`config.mk`:
```
export PLATFORM = sky130hd
export DESIGN_NAME = sorted_priority_queue
export DESIGN_NICKNAME = d
export VERILOG_FILES = /design/src/sv/spq_pkg.sv /design/src/sv/spq_ctrl.sv /design/src/sv/spq_dpath.sv /design/src/sv/sorted_priority_queue.sv
export SDC_FILE = /design/constraint.sdc
export NUM_CORES = 1
export LEC_CHECK = 0
export ABC_AREA = 1
export BUFFER_PORTS_ARGS = -buffer_cell sky130_fd_sc_hd__buf_2
export CAP_MARGIN = 25
export CORE_ASPECT_RATIO = 0.9
export CORE_UTILIZATION = 43
export CTS_BUF_LIST = sky130_fd_sc_hd__clkbuf_8
export CTS_CLUSTER_DIAMETER = 150
export DETAILED_ROUTE_END_ITERATION = 16
export SETUP_SLACK_MARGIN = 0.1
export SLEW_MARGIN = 5
export SYNTH_ARGS = -nofsm -noshare
export SYNTH_HDL_FRONTEND = slang
export SYNTH_HIERARCHICAL = 1
export SYNTH_SLANG_ARGS = --single-unit
```
`constraint.sdc`:
```
create_clock -name clk -period 8.2 [get_ports clk]
set_input_delay 1.64 -clock clk [delete_from_list [all_inputs] [get_ports clk]]
set_output_delay 1.64 -clock clk [all_outputs]
set_load 0.02 [all_outputs]
```
`src/sv/spq_pkg.sv`:
```
// spq_pkg: shared types and codes of the sorted priority queue
// payload structs, stored entry, controller commands and status, state enum
// no dependencies
package spq_pkg;

  // operation codes of an input item
  localparam logic OP_INSERT = 1'b0;
  localparam logic OP_REMOVE = 1'b1;

  // result status codes
  localparam logic [1:0] ST_DONE  = 2'd0;
  localparam logic [1:0] ST_FULL  = 2'd1;
  localparam logic [1:0] ST_EMPTY = 2'd2;

  typedef struct packed {
    logic               opcode;
    logic [15:0]        priority_req;
    logic signed [31:0] payload;
  } spq_in_t;

  typedef struct packed {
    logic [1:0]         status;
    logic [15:0]        out_priority;
    logic signed [31:0] out_payload;
    logic [4:0]         fill_level;
  } spq_out_t;

  // one stored entry
  typedef struct packed {
    logic [15:0]        prio;
    logic signed [31:0] data;
  } spq_entry_t;

  // controller to datapath
  typedef struct packed {
    logic       latch;       // take the input item, k from fill count
    logic       rd_head;     // read the head slot
    logic       rd_prev;     // read the slot before position k
    logic       shift;       // move the entry just read back to position k
    logic       put_new;     // write the new entry at position k
    logic       pop;         // advance head, drop one entry, keep its fields
    logic       set_status;  // record a reject status
    logic [1:0] status;
    logic       load_out;    // move the result into the output register
  } spq_cmd_t;

  // datapath to controller
  typedef struct packed {
    logic is_remove;
    logic full;
    logic empty;
    logic k_zero;
    logic greater;   // entry just read has a higher priority value than the request
    logic out_free;
  } spq_stat_t;

  typedef enum logic [2:0] {
    S_IDLE,
    S_DECIDE,
    S_CMP,
    S_POP,
    S_FIN
  } spq_state_t;

endpackage

```
`src/sv/spq_ctrl.sv`:
```
// spq_ctrl: sequencer of the sorted priority queue
// walks an insert from the tail towards the head, reading one entry in S_DECIDE and shifting it in S_CMP
// depends on spq_pkg
module spq_ctrl (
  input  logic               clk,
  input  logic               rst_n,
  input  logic               in_valid,
  output logic               in_ready,
  input  spq_pkg::spq_stat_t stat,
  output spq_pkg::spq_cmd_t  cmd
);
  import spq_pkg::*;

  spq_state_t state_r, state_nxt;

  // state register
  always_ff @(posedge clk) begin
    if (!rst_n) begin
      state_r <= S_IDLE;
    end else begin
      state_r <= state_nxt;
    end
  end

  // next state
  always_comb begin
    state_nxt = state_r;
    unique case (state_r)
      S_IDLE: begin
        if (in_valid) state_nxt = S_DECIDE;
      end
      S_DECIDE: begin
        if (stat.is_remove) begin
          state_nxt = stat.empty ? S_FIN : S_POP;
        end else if (stat.full || stat.k_zero) begin
          state_nxt = S_FIN;
        end else begin
          state_nxt = S_CMP;
        end
      end
      S_CMP: begin
        state_nxt = stat.greater ? S_DECIDE : S_FIN;
      end
      S_POP: begin
        state_nxt = S_FIN;
      end
      S_FIN: begin
        if (stat.out_free) state_nxt = S_IDLE;
      end
      default: state_nxt = S_IDLE;
    endcase
  end

  // command outputs; no transfer is taken while reset is held
  always_comb begin
    cmd      = '0;
    in_ready = 1'b0;
    unique case (state_r)
      S_IDLE: begin
        in_ready  = rst_n;
        cmd.latch = in_valid && rst_n;
      end
      S_DECIDE: begin
        if (stat.is_remove) begin
          if (stat.empty) begin
            cmd.set_status = 1'b1;
            cmd.status     = ST_EMPTY;
          end else begin
            cmd.rd_head = 1'b1;
          end
        end else if (stat.full) begin
          cmd.set_status = 1'b1;
          cmd.status     = ST_FULL;
        end else if (stat.k_zero) begin
          cmd.put_new = 1'b1;
        end else begin
          cmd.rd_prev = 1'b1;
        end
      end
      S_CMP: begin
        if (stat.greater) begin
          cmd.shift = 1'b1;
        end else begin
          cmd.put_new = 1'b1;
        end
      end
      S_POP: begin
        cmd.pop = 1'b1;
      end
      S_FIN: begin
        cmd.load_out = stat.out_free;
      end
      default: cmd = '0;
    endcase
  end

endmodule

```
`src/sv/spq_dpath.sv`:
```
// spq_dpath: circular entry store, head and fill count, result and output registers
// driven by spq_ctrl through command and status structs
// depends on spq_pkg
module spq_dpath #(
  parameter int DEPTH = 16
) (
  input  logic               clk,
  input  logic               rst_n,
  input  spq_pkg::spq_in_t   in_data,
  input  spq_pkg::spq_cmd_t  cmd,
  output spq_pkg::spq_stat_t stat,
  output logic               out_valid,
  input  logic               out_ready,
  output spq_pkg::spq_out_t  out_data
);
  import spq_pkg::*;

  localparam int AW = $clog2(DEPTH);
  localparam int CW = $clog2(DEPTH + 1);

  spq_entry_t mem [DEPTH];
  spq_entry_t rd_data_r;

  logic [AW-1:0] head_r, head_nxt;
  logic [CW-1:0] count_r, count_nxt;
  logic [CW-1:0] k_r;
  spq_in_t       req_r;

  logic [1:0]         res_status_r;
  logic [15:0]        res_prio_r;
  logic signed [31:0] res_data_r;

  logic     out_valid_r;
  spq_out_t out_data_r;

  logic [CW:0]   sum;
  logic [CW:0]   sum_w;
  logic [AW-1:0] slot_k;
  logic [AW-1:0] slot_km1;
  logic [AW-1:0] rd_addr;
  spq_entry_t    wr_entry;

  // store slot of position k and of the one before it, modulo depth
  always_comb begin
    sum      = (CW+1)'(head_r) + (CW+1)'(k_r);
    sum_w    = (sum >= (CW+1)'(DEPTH)) ? sum - (CW+1)'(DEPTH) : sum;
    slot_k   = sum_w[AW-1:0];
    slot_km1 = (slot_k == '0) ? AW'(DEPTH - 1) : slot_k - 1'b1;
    rd_addr  = cmd.rd_head ? head_r : slot_km1;
    wr_entry = cmd.shift ? rd_data_r : spq_entry_t'{req_r.priority_req, req_r.payload};
  end

  // entry store, one write and one registered read per cycle
  always_ff @(posedge clk) begin
    if (cmd.shift || cmd.put_new) begin
      mem[slot_k] <= wr_entry;
    end
    if (cmd.rd_head || cmd.rd_prev) begin
      rd_data_r <= mem[rd_addr];
    end
  end

  // head and fill count
  always_comb begin
    head_nxt  = head_r;
    count_nxt = count_r;
    if (cmd.pop) begin
      head_nxt  = (head_r == AW'(DEPTH - 1)) ? '0 : head_r + 1'b1;
      count_nxt = count_r - 1'b1;
    end else if (cmd.put_new) begin
      count_nxt = count_r + 1'b1;
    end
  end

  always_ff @(posedge clk) begin
    if (!rst_n) begin
      head_r  <= '0;
      count_r <= '0;
    end else begin
      head_r  <= head_nxt;
      count_r <= count_nxt;
    end
  end

  // request, walk position and result fields
  always_ff @(posedge clk) begin
    if (cmd.latch) begin
      req_r        <= in_data;
      k_r          <= count_r;
      res_status_r <= ST_DONE;
      res_prio_r   <= '0;
      res_data_r   <= '0;
    end else begin
      if (cmd.shift) k_r <= k_r - 1'b1;
      if (cmd.set_status) res_status_r <= cmd.status;
      if (cmd.pop) begin
        res_prio_r <= rd_data_r.prio;
        res_data_r <= rd_data_r.data;
      end
    end
  end

  // output register
  always_ff @(posedge clk) begin
    if (!rst_n) begin
      out_valid_r <= 1'b0;
    end else if (cmd.load_out) begin
      out_valid_r <= 1'b1;
    end else if (out_ready) begin
      out_valid_r <= 1'b0;
    end
  end

  always_ff @(posedge clk) begin
    if (cmd.load_out) begin
      out_data_r.status       <= res_status_r;
      out_data_r.out_priority <= res_prio_r;
      out_data_r.out_payload  <= res_data_r;
      out_data_r.fill_level   <= 5'(count_r);
    end
  end

  // status towards the controller
  always_comb begin
    stat.is_remove = (req_r.opcode == OP_REMOVE);
    stat.full      = (count_r == CW'(DEPTH));
    stat.empty     = (count_r == '0);
    stat.k_zero    = (k_r == '0);
    stat.greater   = (rd_data_r.prio > req_r.priority_req);
    stat.out_free  = !out_valid_r || out_ready;
  end

  assign out_valid = out_valid_r;
  assign out_data  = out_data_r;

endmodule

```
`src/sv/sorted_priority_queue.sv`:
```
// sorted_priority_queue: bounded priority queue kept sorted in a circular store
// top level joining spq_ctrl and spq_dpath
// depends on spq_pkg, spq_ctrl, spq_dpath
//
//   channel  ports                          moves
//   input    in_valid, in_ready, in_data    opcode, priority_req, payload
//   output   out_valid, out_ready, out_data status, out_priority, out_payload, fill_level
//
// one item at a time; a remove passes S_DECIDE, which reads the head, and S_POP; a rejected item
// goes from S_DECIDE straight to S_FIN; an insert reads each entry of higher priority value in
// S_DECIDE and moves it one place back in S_CMP, through the single write port of the store,
// then writes the new entry in S_CMP, or in S_DECIDE when every held entry was moved
// synchronous active-low reset empties the queue; stored entries are not cleared
// a stalled output holds the result in the output register; the next item is then
// taken and worked on, and waits only to hand over its own result
module sorted_priority_queue #(
  parameter int DEPTH = 16
) (
  input  logic              clk,
  input  logic              rst_n,
  input  logic              in_valid,
  output logic              in_ready,
  input  spq_pkg::spq_in_t  in_data,
  output logic              out_valid,
  input  logic              out_ready,
  output spq_pkg::spq_out_t out_data
);
  import spq_pkg::*;

  spq_cmd_t  cmd;
  spq_stat_t stat;

  // sequencer
  spq_ctrl u_ctrl (
    .clk      (clk),
    .rst_n    (rst_n),
    .in_valid (in_valid),
    .in_ready (in_ready),
    .stat     (stat),
    .cmd      (cmd)
  );

  // store and registers
  spq_dpath #(
    .DEPTH (DEPTH)
  ) u_dpath (
    .clk       (clk),
    .rst_n     (rst_n),
    .in_data   (in_data),
    .cmd       (cmd),
    .stat      (stat),
    .out_valid (out_valid),
    .out_ready (out_ready),
    .out_data  (out_data)
  );

endmodule
```
Yosys cells after proc, flatten, opt, wreduce, memory -nomap -nowiden
Memory sizes are Yosys's and may differ from the RTL's. A register that Yosys moved wholly into a read port is not among the register bits.
Cells that the tools add are included.
{ "classes": {"n_addsub": 7, "n_lt_le_gt_ge": 2, "n_eq_ne": 8, "mux": 41, "n_reduce_logical": 14} }
{ "op_table": {"columns": ["cell", "n"], "rows": [
  ["$mux 48", 1],
  ["$mux 3", 10],
  ["$mux 5", 4],
  ["$mux 1", 19],
  ["$gt 16x16->1", 1],
  ["$mux 4", 4],
  ["$pmux 3 s5", 1],
  ["$logic_not 5->1", 2],
  ["$sub 5x1->5 const B", 2],
  ["$sub 4x1->4 const B", 2],
  ["$add 4x5->6", 1],
  ["$eq 3x2->1 const B", 2],
  ["$ge 6x5->1 const B", 1],
  ["$reduce_bool 2->1", 3],
  ["$add 5x1->5 const B", 1],
  ["$eq 5x5->1 const B", 1],
  ["$add 4x1->4 const B", 1],
  ["$eq 4x4->1 const B", 1],
  ["$logic_not 4->1", 1],
  ["$logic_or 1x1->1", 4],
  ["$eq 3x1->1 const B", 1],
  ["$eq 3x3->1 const B", 1],
  ["$logic_not 3->1", 1],
  ["$mux 2", 1],
  ["6 further kinds", 6]
]} }
{ "totals": {"regBits": 172, "ramBits": 768, "in_bits": 53, "word_cells": 88, "memories": 1} }
{ "mem_list": {"columns": ["memory", "depth", "width", "read_ports", "rd_ports_with_merged_regs", "write_ports", "line", "rtl"], "rows": [
  ["u_dpath.mem", 16, 48, 1, 1, 1, "spq_dpath.sv:21", "spq_entry_t mem [DEPTH];"]
]} }

Logic depth before layout (Yosys ltp)
{ "logic_depth": {"depth_word": 8, "depth_mapped": 19, "ltp_nobuf": 17} }

Modules after synthesis
Netlist, hierarchy kept.
{ "modules_own_cells": {"columns": ["mod", "n_inst", "cells_each", "area_per_inst_um2"], "rows": [
  ["spq_dpath", 1, 3284, 39520.4],
  ["spq_ctrl", 1, 53, 304.0]
]} }

Worst setup path after synthesis
OpenSTA, ideal clock, no wires.
{ "synth_timing": {"kind": "input-to-reg", "from": "input out_ready", "to": "register u_dpath.out_data_r, in the netlist u_dpath/out_data[0] (enable)", "setup_time_ns": 0.607, "arrival_time_ns": 7.043, "required_time_ns": 7.593, "setup_slack_ns": 0.550, "stages": 4, "path_buffers": 0, "path_cell_list": "inv_1 > nand2_1 > inv_1 > nor4_1"} }
{ "synth_rtl": {"columns": ["item", "line", "rtl"], "rows": [
  ["start: declaration", "sorted_priority_queue.sv:25", "input logic out_ready,"],
  ["end: declaration", "spq_dpath.sv:34", "spq_out_t out_data_r;"]
]} }

==> impl_results.md <==
* Status: complete, no violations
* Worst reg2reg endpoint: u_dpath/mem[15][17]
* Yosys reg bits at 988
* Area contributors post-synth: edfxtp_1 (70%), nand2_1 (6.9%), o21ai_0 (4.2%)
* Synth top area share at 69.75%
* Avg Cell Area, Syn at 11.93 µm²
* CTS tree: done
* Slowest stage delay, CP at 870 ps
* H-tree levels at 4
* Cell area power density at 273.7 mW/mm²
* Via/cell ratio at 5.199
* CTS root buffer: clkbuf_8
* Routed Antenna Nets at 0
* Final Skew at 51.40 ps
* Largest net degree at the start of global routing at 248
* Final Hold Viols at 0
* Detailed placement HPWL at 50540 µm
* Wire per inst at 20.02 µm
* Startpoint Class: register
* Leak Pwr at 0.01690 µW
* Global-route wire length before repair at 145700 µm
* Post-synth top cells: edfxtp_1 (925), nand2_1 (733), o21ai_0 (336), nor2_1 (330), inv_1 (230)
* Highest ir drop seen on vdd at 0.1306 mV
* Register area share after synthesis at 72.91%
* Worst EP required at 8640 ps
* Core Region at 0.09144 mm²
* Post-Syn Instances at 3337
* Vias at 25110
* Worst EP arrival at 4830 ps
* Cts hold-fix bufs at 0
* Relative slew slack at 26.21%
* Primary FF master, synth: edfxtp_1
* Final wirelength at 96710 µm
* Max-cap viol count at 0
* Area growth from synthesis to layout at 12.12%
* Io pins at 110
* Setup TNS at 0 ps
* Post-CTS Setup Bufs at 0
* Initial antenna violation count at 4
* Starting Density at 43.55%
* Layout cells sized above 1 at 11.62%
* Min-Delay Path Class: reg -> reg
* CTS clk-pin slew, worst paths at 60 ps
* Top-count cell post-synth: edfxtp_1
* Total power at 12220 µW
* Number of DRC markers in iteration 0 at 2325
* Worst Max-Slew Pin Slew at 1107 ps
* Share of async-settable or async-resettable flops after synthesis at 0%
* CP Cell Sequence: ha_1, nand2_1, nor2_1, nand4_1, o21bai_1, a21oi_1, nand3_2, inv_2, buf_4, or2_2, nand2_1, nor2_4, buf_4
* Die area at 0.09384 mm²
* Post-Syn Nets at 3422
* Hold wc startpoint: u_dpath/res_data_r[18]
* # setup viols final at 0
* Slowest CP cell: nor2_4
* Cts repair resizes at 0
* Nets at 3559
* Vias in the first global route at 23900
* Clock sinks at 988
* DRC at 0
* Clk_lat worst skew at 840 ps
* Drt first pass iters at 6
* RSZ-0062 raised after global routing: false
* Top Family by Delay on Critical Path: simple AND/OR/NAND/NOR gates
* Max FO, Critical Path at 33
* Die Y at 290.7 µm
* Cts bufs inserted at 160
* Minimum clock period at 4394 ps
* Gr ovfl total at 0
* Port buffer count at 109
* Synth Cell Area at 0.03982 mm²
* Period Utilization, post-route at 53.58%
* FMAX at 0.2276 GHz
* Number of flops mapped to enable cells by yosys at 925
* Buffers and inverters on the worst path at 3
* CTS max path bufs at 3
* Row Count at 105
* Synth warnings at 6
* GP Congestion at 0.7822
* R2R cell count at 13
* Hold Path Sink: u_dpath/out_data[23]
* Hold Path Stages at 0
* Post-synth cell types at 38
* FF-to-FF setup slack at 3810 ps
* Die Span X at 322.8 µm
* Synth area leader: edfxtp_1
* Crit path capture type: register
* Final Max Slew Viols at 0
* All-Layer GR Usage at 20.68%
* WS Path Type: reg -> reg
* R2R Path Start: u_dpath/rd_data_r[47]
==> where the power goes <==
group	leakage, µW	internal [µW]	switching [µW]
Combinational	0.00625	663	1660
Clock	0.00177	2010	1970
Sequential	0.00888	5830	88.8
Total	0.0169	8500	3720
==> placed cells by master, fill, tap and decap left out, types with 3 or more instances in the layout <==
master      instances
inv_8               7
clkinv_1           21
inv_12              5
nand3_2             3
nor2_1            314
o22ai_1            96
buf_2             109
nand2_1           733
nor2_4             19
o21ai_0           332
dfxtp_1            63
nand3_1           111
nor2_2              3
inv_1             296
o211ai_1           83
clkinvlp_4          3
nor3_1              4
nand2_2             4
clkbuf_8          172
clkinv_2            7
edfxtp_1          925
xor2_1              4
a21oi_1           116
ha_1               30
buf_4              55
inv_2              10
o21ai_1            42
==> worst max-delay path by stage <==
stage / cells past startpoint / slack [ps] / to / start
4_1_cts: 13 / 3770 / u_dpath/mem[15][17] / u_dpath/rd_data_r[47]
5_1_grt: 13 / 3520 / u_dpath/mem[15][18] / u_dpath/rd_data_r[47]
2_1_floorplan: 4 / 550 / u_dpath/out_data[0] / out_ready
3_5_place_dp: 13 / 3800 / u_dpath/mem[15][17] / u_dpath/rd_data_r[47]
6_report: 13 / 3810 / u_dpath/mem[15][17] / u_dpath/rd_data_r[47]
3_3_place_gp: 13 / 3880 / u_dpath/mem[14][39] / u_dpath/rd_data_r[47]
==> per-stage QoR <==
stage               util (%)  worst slack (ps)  instance area [µm²]  hold WS [ps]  instances
finish                 48.83              3806                44650         410.3       4830
global route           48.83              3521                44650         428.1       4830
detailed placement     45.48              3805                41590         410.4       4538
global placement       45.47              3883                41580         408.9       4537
floorplan                  -             550.0                39820         402.9       3337
CTS                    48.74              3770                44570         405.5       4824
==> flip-flops by register name, summed over array words and instances (netlist names) <==
signal                count
u_dpath/res_prio_r       16
u_ctrl/state_r            3
u_dpath/mem             768
u_dpath/out_valid         1
u_dpath/res_data_r       32
u_dpath/head_r            4
u_dpath/count_r           5
u_dpath/rd_data_r        48
u_dpath/res_status_r      2
u_dpath/req_r            48
u_dpath/stat              1
u_dpath/k_r               5
u_dpath/out_data         55
==> kinds of logic (layout without fill, tap and decap cells) <==
logic type | after synthesis | count (layout) | share of synthesized area [%]
AO/OA/AOI/OAI | 674 | 674 | 9.359
XOR/XNOR | 5 | 5 | 0.1100
adder cells (fa/ha/maj) | 32 | 32 | 1.043
buffers and inverters | 434 | 695 | 4.640
flip-flops | 988 | 988 | 72.91
other | 0 | 2 | 0
AND/OR/NAND/NOR | 1204 | 1204 | 11.93
==> metal layers <==
metal | track usage [%] | wire, µm | vias to the layer above
met3 | 4.627 | 7768 | 143
met1 | 30.22 | 44780 | 12120
met2 | 30.80 | 42380 | 878
met5 | 0 | 0 | -
met4 | 6.138 | 1771 | 0
li1 | - | - | 11970
==> final cells by class <==
type	count	area, µm²
diodes	2	5.005
clock inverters	115	628.1
multi-input cells	1915	9105
well taps	1230	1539
fillers	8199	46790
inverters	239	903.4
repair buffers	170	1079
flip-flops and latches	988	29040
clock buffers	171	2354
(Power assumes the default switching activity.)
